$ cat config.mk
export PLATFORM = sky130hd
export DESIGN_NAME = tpbr_cfg_regs
export DESIGN_NICKNAME = d
export VERILOG_FILES = /design/src/rtl/two_pole_bandpass_resonator_core_macros.svh /design/src/rtl/tpbr_pkg.sv /design/src/rtl/tpbr_cfg_regs.sv
export SDC_FILE = /design/constraint.sdc
export NUM_CORES = 1
export LEC_CHECK = 0
export CORE_MARGIN = 8
export CORE_UTILIZATION = 51
export DETAILED_ROUTE_END_ITERATION = 16
export DONT_BUFFER_PORTS = 1
export HOLD_SLACK_MARGIN = 0.1
export MAX_ROUTING_LAYER = met4
export PLACE_DENSITY_LB_ADDON = 0.1
export SYNTH_ARGS = -nofsm -noshare
export SYNTH_HDL_FRONTEND = slang
export SYNTH_SLANG_ARGS = --single-unit
export TNS_END_PERCENT = 20
$ cat constraint.sdc
create_clock -name clk -period 2.27 [get_ports clk]
set_clock_uncertainty 0.1 [all_clocks]
set_input_delay 0.1135 -clock clk [delete_from_list [all_inputs] [get_ports clk]]
set_output_delay 0.1135 -clock clk [all_outputs]
set_load 0.02 [all_outputs]
$ cat src/rtl/two_pole_bandpass_resonator_core_macros.svh
// ----------------------------------------------------------------------------
// Assertion macros for the two-pole band-pass resonator core
// Shared concurrent assertion forms, clocked on the rising edge and
// disabled while the synchronous active-low reset is asserted.
// ----------------------------------------------------------------------------
`ifndef TWO_POLE_BANDPASS_RESONATOR_CORE_MACROS_SVH
`define TWO_POLE_BANDPASS_RESONATOR_CORE_MACROS_SVH

// Same-cycle implication: when ante holds, cons must hold on the same edge.
`define TPBR_ASSERT_SAME(lbl, clk, rst_n, ante, cons, msg) \
  lbl: assert property (@(posedge clk) disable iff (!rst_n) (ante) |-> (cons)) \
    else $error(msg);

// Next-cycle implication: when ante holds, cons must hold on the next edge.
`define TPBR_ASSERT_NEXT(lbl, clk, rst_n, ante, cons, msg) \
  lbl: assert property (@(posedge clk) disable iff (!rst_n) (ante) |=> (cons)) \
    else $error(msg);

`endif

$ cat src/rtl/tpbr_pkg.sv
// ----------------------------------------------------------------------------
// tpbr_pkg
// Types and constants shared by the resonator core: configuration register
// indexes, coefficient widths and the configuration bundle.
// ----------------------------------------------------------------------------
`default_nettype none

package tpbr_pkg;

  // Configuration port widths
  localparam int CFG_IDX_W  = 8;
  localparam int CFG_DATA_W = 32;

  // Coefficient widths (Q2.30 style words)
  localparam int GAIN_W = 31;
  localparam int FB1_W  = 32;
  localparam int FB2_W  = 31;

  // Register indexes
  localparam logic [CFG_IDX_W-1:0] REG_GAIN_COEF   = 8'd0;
  localparam logic [CFG_IDX_W-1:0] REG_FIRST_FB    = 8'd1;
  localparam logic [CFG_IDX_W-1:0] REG_SECOND_FB   = 8'd2;
  localparam logic [CFG_IDX_W-1:0] REG_INVERT_MODE = 8'd3;

  // Configuration bundle handed from the register file to the datapath
  typedef struct packed {
    logic [GAIN_W-1:0]        gain_coef;
    logic signed [FB1_W-1:0]  first_feedback_coef;
    logic [FB2_W-1:0]         second_feedback_coef;
    logic                     invert_mode;
  } cfg_t;

endpackage

`default_nettype wire

$ cat src/rtl/tpbr_cfg_regs.sv
// ----------------------------------------------------------------------------
// tpbr_cfg_regs
// Configuration register file: takes one write transaction per cycle and
// holds the three coefficients and the invert flag. Unknown indexes are
// ignored.
// ----------------------------------------------------------------------------
`default_nettype none

module tpbr_cfg_regs (
  input  wire logic                           clk,
  input  wire logic                           rst_n,
  input  wire logic                           cfg_valid,
  output logic                                cfg_ready,
  input  wire logic [tpbr_pkg::CFG_IDX_W-1:0]  cfg_index,
  input  wire logic [tpbr_pkg::CFG_DATA_W-1:0] cfg_data,
  output tpbr_pkg::cfg_t                      cfg
);

  tpbr_pkg::cfg_t cfg_r, cfg_nxt;

  // Writes are always taken
  assign cfg_ready = 1'b1;

  // Next value: decode the index of a completed write transaction
  always_comb begin
    cfg_nxt = cfg_r;
    if (cfg_valid) begin
      unique case (cfg_index)
        tpbr_pkg::REG_GAIN_COEF: begin
          cfg_nxt.gain_coef = cfg_data[tpbr_pkg::GAIN_W-1:0];
        end
        tpbr_pkg::REG_FIRST_FB: begin
          cfg_nxt.first_feedback_coef = signed'(cfg_data[tpbr_pkg::FB1_W-1:0]);
        end
        tpbr_pkg::REG_SECOND_FB: begin
          cfg_nxt.second_feedback_coef = cfg_data[tpbr_pkg::FB2_W-1:0];
        end
        tpbr_pkg::REG_INVERT_MODE: begin
          cfg_nxt.invert_mode = cfg_data[0];
        end
        default: begin
          cfg_nxt = cfg_r;
        end
      endcase
    end
  end

  always_ff @(posedge clk) begin
    if (!rst_n) begin
      cfg_r <= '0;
    end else begin
      cfg_r <= cfg_nxt;
    end
  end

  assign cfg = cfg_r;

endmodule

`default_nettype wire

* Word level (Yosys, flattened, before mapping)
Index checks and enable logic that the tools add are counted.
Widths: inputs -> output; s select.
** Word-level totals
- Logic and storage cells :: 12
- Input port bits :: 43
- Register bits after elaboration :: 95
** Operators by class
- Reductions and logical operators :: 5
- Eq/ne operators :: 3
** Operators with widths (count)
- $eq 8x2->1 const B :: 2
- $eq 8x1->1 const B :: 1
- $logic_not 8->1 :: 1
- $reduce_and 2->1 :: 4

* Longest topological paths before layout
- Depth after elaboration :: 2
- Mapped depth :: 5

* Least setup slack after synthesis
No wires, ideal clock.
- Kind :: input-to-reg
- From :: input cfg_index[5] (netlist name)
- To :: register cfg_r (netlist bit cfg[65])
- Path slack :: 956 ps
- Library setup time :: 72 ps
- Stages :: 5
- Arrival time :: 1142 ps
- Cells stage by stage :: nor3_1 > and4bb_2 > buf_6 > buf_8 > mux2i_1
** On the way
- Longest elaborated chain between the ends :: 2
** Ends and longest elaborated chain
- from (decl) :: line tpbr_cfg_regs.sv:14 : input wire logic [tpbr_pkg::CFG_IDX_W-1:0] cfg_index,
- $logic_not 8->1 :: line tpbr_cfg_regs.sv:28 : unique case (cfg_index)
- $reduce_and 2->1 (no source line)
- to (signal assigned) :: line tpbr_cfg_regs.sv:52 : cfg_r <= cfg_nxt;
- to (decl) :: line tpbr_cfg_regs.sv:19 : tpbr_pkg::cfg_t cfg_r, cfg_nxt;
No other way between the ends.
A chain may end at the register's enable or synchronous reset.

==> results.cfg <==
[run_status]
status = completed

[power_and_ir_drop]
power_leakage_nw = 2.11
p_sw_frac = 0.204
power.switching_w = 0.000645
p_clk_frac = 0.433
p_int_w = 0.00252
peakVddDrop_v = 0.000348
comb_power_share = 0.039
power_density_nw_per_um2 = 683
power_frac_seq = 0.528

[drt]
vias_per_cell = 5.08
drcViolationCount = 0
ant_nets = 0
totalWireLength_um = 9250
wire_per_inst_um = 17.8
vias = 2635
drt-initial-drc-count = 82
dr.pass1.iters = 4

[layout]
area_growth_syn_to_layout_pct = 29.7
fill_cells = 543
drive_above_1_share = 0.0544
antennaDiodeCount = 0
largest_reg_flops = 95
instances_no_fill = 519
final_nets = 461

[synthesis]
yosys_warnings = 0
synth_seq_area_share = 0.532
synth_fp_nets = 392
ys_ff_latch = 95
synth-xor-area-share = 0
syn_inst = 349
synth-simple-area-share = 0.153
synthMuxAreaShare = 0.266
syn_avg_cell_area_um2 = 10.2
synth_fa_ha_area_frac = 0
syn_area_um2 = 3570
synth_top_family_by_area = multiplexers
ys_types = 16
synth-compound-area-share = 0

[timing]
slew_headroom = 0.600
setup_tns_ps = 0
setup_viol = 0
rsz0062_at_grt = no
final_hold_viol_count = 0
hold_ws_ps = 119
fmax_mhz = 503
worst_pin_slew_ps = 599
period_needed_ps = 1990
period_share = 0.876
drv_slew = 0

[setup_path]
worstPathArrival_ps = 2180
cpPeakStageDelay_ps = 570
path_max_fanout = 2
crit_slowest_cell = dlygate4sd3_1
path_common_cell = dlygate4sd3_1
crit_chain = nand2_1 > dlygate4sd3_1 > mux2i_1 > dlygate4sd3_1
endpoint_kind = flop
start_kind = flop
path_class = reg2reg
required_ps = 2460

[clock_network]
cts_hold_buf = 80
path_clk_slew_ps = 90
root_buffer = clkbuf_8
cts_inserted_buffers = 9
cts.repair.resized = 0
post_cts_buffers = 0
htreeDepth = 3
cts_tree = yes
clock_path_buffers = 2
clk-insertion-delay-late_ps = 340
clock-sinks = 95

[floorplanning]
core_um2 = 6790
die_x_um = 99.7
die_area_um2 = 9940
initial_utilization = 0.526
io_pins = 139
rows = 30
die_h_um = 99.7

[global_route]
grt_antenna_before_repair = 0
grt.overflow.total = 0
grt_pass1_vias = 2784
grt_pass1_wl_um = 14300
grt.total_usage = 0.185
grt_max_degree = 102

[placed_design]
hpwl_um = 5310
port_buffers = 0
dp.cells = 423
place.gp.congestion = 0.694

[flow_run]
max_cap_violations = 0

[hold_path]
hold_path_class = in2reg
[kinds of logic (layout without fill, tap and decap cells)]
kind of cell | after synthesis | after routing
buffers and inverters | 25 | 99
flip-flops | 95 | 95
multiplexers | 95 | 95
other | 1 | 1
AND/OR/NAND/NOR | 133 | 133
[cells in the mapped netlist (all sizes together)]
cell	count	area [um^2]
and4bb	1	12.5
buf	16	134
clkbuf	9	33.8
conb	1	3.75
dfxtp	95	1900
mux2i	95	951
nand2	127	477
nand4	1	6.26
nand4b	2	23.8
nor3	1	5.00
nor4b	1	23.8
[power groups by stage]
| stage | clock network (W) | registers (W) | logic, W |
|---|---|---|---|
| final | 0.00137 | 0.00167 | 0.000123 |
| after detailed placement | 0 | 0.00171 | 0.0000455 |
| after CTS | 0.00139 | 0.00167 | 0.000121 |
| after floorplan | 0 | 0.00171 | 0.0000665 |
| after global routing | 0.00145 | 0.00167 | 0.000132 |
| after global placement | 0 | 0.00171 | 0.0000443 |
[final cells by class]
| type | count | area (um^2) | area share |
|---|---|---|---|
| Clock buffer | 11 | 151 | 0.0327 |
| Clock inverter | 5 | 104 | 0.0224 |
| Multi-Input combinational cell | 229 | 1500 | 0.324 |
| Sequential cell | 95 | 1900 | 0.410 |
| Tap cell | 96 | 120 | 0.0259 |
| Timing Repair Buffer | 83 | 853 | 0.184 |
[worst max-delay path: cells and delay by family (launching register included)]
kind	cells	cell delay [ps]
simple gates	1	90
flops	1	480
mux	1	130
buf+inv	2	1140
[through the flow]
step	area [um^2]	setup slack [ps]	power [W]	utilization
final	4630	282	0.00316	0.682
after global routing	4630	189	0.00326	0.682
after CTS	4630	337	0.00318	0.682
after detailed placement	3560	745	0.00176	0.524
after global placement	3560	878	0.00175	0.524
after floorplan	3570	956	0.00178	-
[layout by cell type (no fill, tap or decap), drive strengths merged]
cell type	instances
mux2i	95
clkbuf	11
nand4	1
nand4b	2
dfxtp	95
nor3	1
conb	1
nand2	127
bufinv	3
dlygate4sd3	79
buf	4
clkinv	2
nor4b	1
and4bb	1
[metal layers]
layer,GRT usage,vias up,share of wire
met3,0.0824,7,0.10
met1,0.200,1262,0.41
met5,-,-,0
met2,0.302,91,0.48
met4,0.0512,0,0.0082
li1,-,1275,-
[path summary, 6_finish.rpt]
| check | start | to | slack [ps] | cells after the start |
|---|---|---|---|---|
| setup / recovery | cfg[91] | cfg[91] | 280 | 4 |
| hold / removal | rst_n | cfg[49] | 120 | 3 |
| hold reg to reg | cfg[61] | cfg[61] | 470 | 2 |
| setup reg to reg | cfg[91] | cfg[91] | 280 | 4 |
Power figures use the tool's default switching activity.
